--- src/rtl/bdq_pkg.sv ---
// Shared types and constants for the bounded double-ended queue core.
// No dependencies; imported by bdq_cell and bounded_double_ended_queue_core.
package bdq_pkg;

    // Capacity register width and its value after reset
    localparam int CAP_W = 7;
    localparam logic [CAP_W-1:0] CAP_RESET = 7'd64;

    // Width of the value field on both streams
    localparam int VAL_W = 32;

    typedef enum logic [1:0] {
        CMD_PUSH_LEFT  = 2'd0,
        CMD_PUSH_RIGHT = 2'd1,
        CMD_POP_LEFT   = 2'd2,
        CMD_POP_RIGHT  = 2'd3
    } cmd_t;

    typedef enum logic [1:0] {
        STS_PUSHED = 2'd0,
        STS_FULL   = 2'd1,
        STS_POPPED = 2'd2,
        STS_EMPTY  = 2'd3
    } status_t;

    typedef enum logic {
        ST_IDLE = 1'b0,
        ST_SCAN = 1'b1
    } state_t;

    // Operation broadcast to every cell of the chain
    typedef struct packed {
        logic push_left;
        logic push_right;
        logic pop_left;
        logic load_tap;
        logic shift_tap;
    } cell_ops_t;

endpackage

--- src/rtl/bdq_cell.sv ---
// One storage cell of the deque chain: an entry plus a tap stage used to
// carry the right end toward cell zero. Depends on bdq_pkg.
module bdq_cell #(
    parameter int DATA_WIDTH = 32,
    parameter int OCC_W      = 7,
    parameter int IDX        = 0
) (
    input  logic                  clk,
    input  bdq_pkg::cell_ops_t    ops,
    input  logic [OCC_W-1:0]      occupancy,
    input  logic [DATA_WIDTH-1:0] wr_data,
    input  logic [DATA_WIDTH-1:0] left_data,
    input  logic [DATA_WIDTH-1:0] right_data,
    input  logic [DATA_WIDTH-1:0] right_tap,
    output logic [DATA_WIDTH-1:0] data,
    output logic [DATA_WIDTH-1:0] tap
);
    import bdq_pkg::*;

    logic [DATA_WIDTH-1:0] data_reg;
    logic [DATA_WIDTH-1:0] data_next;
    logic [DATA_WIDTH-1:0] tap_reg;
    logic [DATA_WIDTH-1:0] tap_next;
    logic                  at_right_end;

    // This cell is the first free slot past the right end
    assign at_right_end = (occupancy == OCC_W'(IDX));

    // Shift or load the entry
    always_comb
    begin
        data_next = data_reg;
        if (ops.push_left)
        begin
            data_next = left_data;
        end
        else if (ops.pop_left)
        begin
            data_next = right_data;
        end
        else if (ops.push_right && at_right_end)
        begin
            data_next = wr_data;
        end
    end

    // Copy the entries into the tap line, then advance them toward cell zero
    always_comb
    begin
        tap_next = tap_reg;
        if (ops.load_tap)
        begin
            tap_next = data_reg;
        end
        else if (ops.shift_tap)
        begin
            tap_next = right_tap;
        end
    end

    always_ff @(posedge clk)
    begin
        data_reg <= data_next;
        tap_reg  <= tap_next;
    end

    assign data = data_reg;
    assign tap  = tap_reg;

endmodule

--- config.mk ---
export PLATFORM = sky130hd
export DESIGN_NAME = bdq_cell
export DESIGN_NICKNAME = d
export VERILOG_FILES = /design/src/rtl/bdq_pkg.sv /design/src/rtl/bdq_cell.sv
export SDC_FILE = /design/constraint.sdc
export NUM_CORES = 1
export LEC_CHECK = 0
export BUFFER_PORTS_ARGS = -buffer_cell sky130_fd_sc_hd__buf_2
export CAP_MARGIN = 20
export CORE_AREA = 2 2 96 98
export DETAILED_ROUTE_END_ITERATION = 6
export DIE_AREA = 0 0 98 100
export PLACE_DENSITY = 0.8
export SLEW_MARGIN = 15
export SYNTH_ARGS = -nofsm -noshare
export SYNTH_HDL_FRONTEND = slang
export SYNTH_SLANG_ARGS = --single-unit
export TNS_END_PERCENT = 20
--- constraint.sdc ---
create_clock -name clk -period 2.3 [get_ports clk]
set_input_delay 0.46 -clock clk [delete_from_list [all_inputs] [get_ports clk]]
set_output_delay 0.46 -clock clk [all_outputs]
set_load 0.01 [all_outputs]
==> summary.md <==
| Metric | Value |
|---|---|
| Outcome | completed |
| Sum of negative setup slack | 0 ps |
| Die Y-Extent | 100 um |
| Mapped cell area | 3200 um2 |
| Nets | 559 |
| Max Freq | 0.728 GHz |
| Count of input and output buffers | 204 |
| Synth cell types | 15 |
| Clock transition at path regs | 70 ps |
| Pwr Density | 649 nW/um2 |
| CP cell instances | buf_2 |
| Std cell rows | 35 |
| Total of max-cap violations | 0 |
| Design area | 4430 um2 |
| First-pass GRT wire length | 11.6 mm |
| CP max-delay cell | edfxtp_1 |
| Core Area | 8890 um2 |
| Static Leak | 2.16 nW |
| Vias | 2440 |
| Actual slew at the worst max-slew pin | 508 ps |
| Crit end category | output port |
| Fin cells | 533 |
| Max clock buf depth | 2 |
| Crit path from | data[25] |
| Critical path depth in cells | 1 |
| Detailed Place HPWL | 6.05 mm |
| Peak supply drop | 0.000218 V |
| Average cell area after synthesis | 15.2 um2 |
| Width of the die | 98 um |
| Layout cells sized above 1 | 0.611 |
| Synth area leader | edfxtp_1 |
| Synth Net Count | 352 |
| Crit Path Category | reg -> out |
| Wire per inst | 14.3 um |
| Clock Skews | 9.21 ps |
| Slew margin rel. | 0.661 |
| RSZ-0062 raised after global routing | no |
| Worst-skew pair later-pin latency | 330 ps |
| Worst min-delay path class | in -> reg |
| Critical path's top delay family | flip-flops |
| CTS buffer count | 9 |
| FF-to-FF setup slack | 1350 ps |
| Max incr delay on CP | 420 ps |
| Number of remaining DRC errors | 0 |
| R2R Path Start | data[23] |
| Post-CTS setup buffer count | 0 |
| Final Hold Vio Count | 0 |
| Pin count of the biggest net entering global routing | 36 |
| Crit path DAT | 910 ps |
| Period minus WS final | 1370 ps |
| YS warnings | 0 |
| RePlAce Congestion | 0.826 |
| Post-CTS Hold Buffers | 0 |
| Vias in the first global route | 2481 |
| Synth Instances | 211 |
| Die area | 9800 um2 |
| Ant. Diodes | 0 |
| Root buf cell | clkbuf_8 |
| # clock sinks | 64 |
| Worst reg2reg path depth | 1 |
| Slew Viols, Final | 0 |
| Commonest non-fill, non-tap cells in the layout | buf_2 (204), edfxtp_1 (64), mux2i_1 (32), nand2_1 (32) |
| Initial Util | 0.360 |
| # fillers | 812 |
| Tcrit/Tclk final | 0.598 |
| Grt ovf | 0 |
| Seq cells post-synth | 64 |
| Syn-to-layout area delta | 38.6% |
| # resized after CTS | 0 |
| Top post-synthesis cells by area | edfxtp_1 (60%), mux2_4 (14%), mux2i_1 (10%), o21ai_1 (4.5%), buf_12 (3.8%) |
| Crit Reg-Reg Endpoint | tap[23] |
| Synth top area share | 0.601 |
| Commonest non-fill, non-tap cell in the layout | buf_2 |
| DRT antenna net count | 0 |
| Register area share after synthesis | 0.601 |
| Startpoint types | flop |
| Endpoints failing setup | 0 |
| WL final | 7.63 mm |
| CP bufs+invs | 1 |
| Worst path required time | 1840 ps |
| Worst Path Max Fanout | 2 |
| H-tree depth | 3 |
| CTS tree | built |
| Placed instance area | 4270 um2 |
| Initial antenna violation count | 0 |
| Dpl cells | 518 |
| DRT Pass-1 Iters | 4 |
| Initial detailed-routing violation count | 46 |
| Vias per cell | 4.58 |
| CP endpoint | data[25] |
| Tot GR Track Use | 0.152 |
| Io pins | 205 |
## per-layer routing
layer / vias up / wire length (um) / track usage
li1: 1209 / - / -
met1: 1113 / 2910 / 0.165
met2: 109 / 4070 / 0.287
met3: 9 / 542 / 0.0320
met4: 0 / 104 / 0.0609
met5: - / 0 / 0
## worst min-delay path by stage
stage,startpoint,to,cells past startpoint
after floorplan,data[0],tap[0],1
after global placement,data[10],tap[10],1
after detailed placement,data[9],tap[9],1
after CTS,left_data[18],data[18],3
after global routing,right_tap[22],tap[22],2
final,left_data[18],data[18],3
## Yosys cell counts
cell type  count
nand2_1       32
nor4_1         1
mux2_4        29
o21ai_0        3
o21ai_1       29
buf_2          6
clkbuf_1       1
mux2i_1       32
nor4b_1        1
buf_6          2
buf_12         6
mux2_2         3
a211o_1        1
edfxtp_1      64
or2_1          1
## area by class of cell
type,count,area (um2),area share
sequential,64,1920,0.434
timing repair buffer,211,1110,0.251
multi-input combinational,132,1100,0.248
tap,111,139,0.0313
clock buffer,9,124,0.0279
clock inverter,6,37.5,0.00847
## cells by family (layout without fill, tap and decap cells)
kind of cell           count (synthesis)  after routing  synth area share
multiplexers                          64             64             0.247
buffers and inverters                 15            226            0.0552
AND/OR/NAND/NOR                       35             35            0.0442
AO/OA/AOI/OAI                         33             33            0.0528
flip-flops                            64             64             0.601
## through the flow
stage                     power, mW  worst slack (ps)   util  hold WS, ps
after floorplan                1.84               404      -          626
after global placement         2.10               615  0.481          559
after detailed placement       2.13               551  0.481          564
after CTS                      2.94               895  0.499          391
after global routing           3.03               863  0.499          407
final                          2.88               925  0.499          409
## power breakdown
| part | internal, mW | total, mW | switching (mW) |
|---|---|---|---|
| clock | 0.380 | 0.791 | 0.411 |
| combinational | 0.314 | 0.582 | 0.268 |
| sequential | 1.45 | 1.51 | 0.0547 |
| total | 2.14 | 2.88 | 0.734 |
No activity file was read; power rests on OpenSTA's default activity.
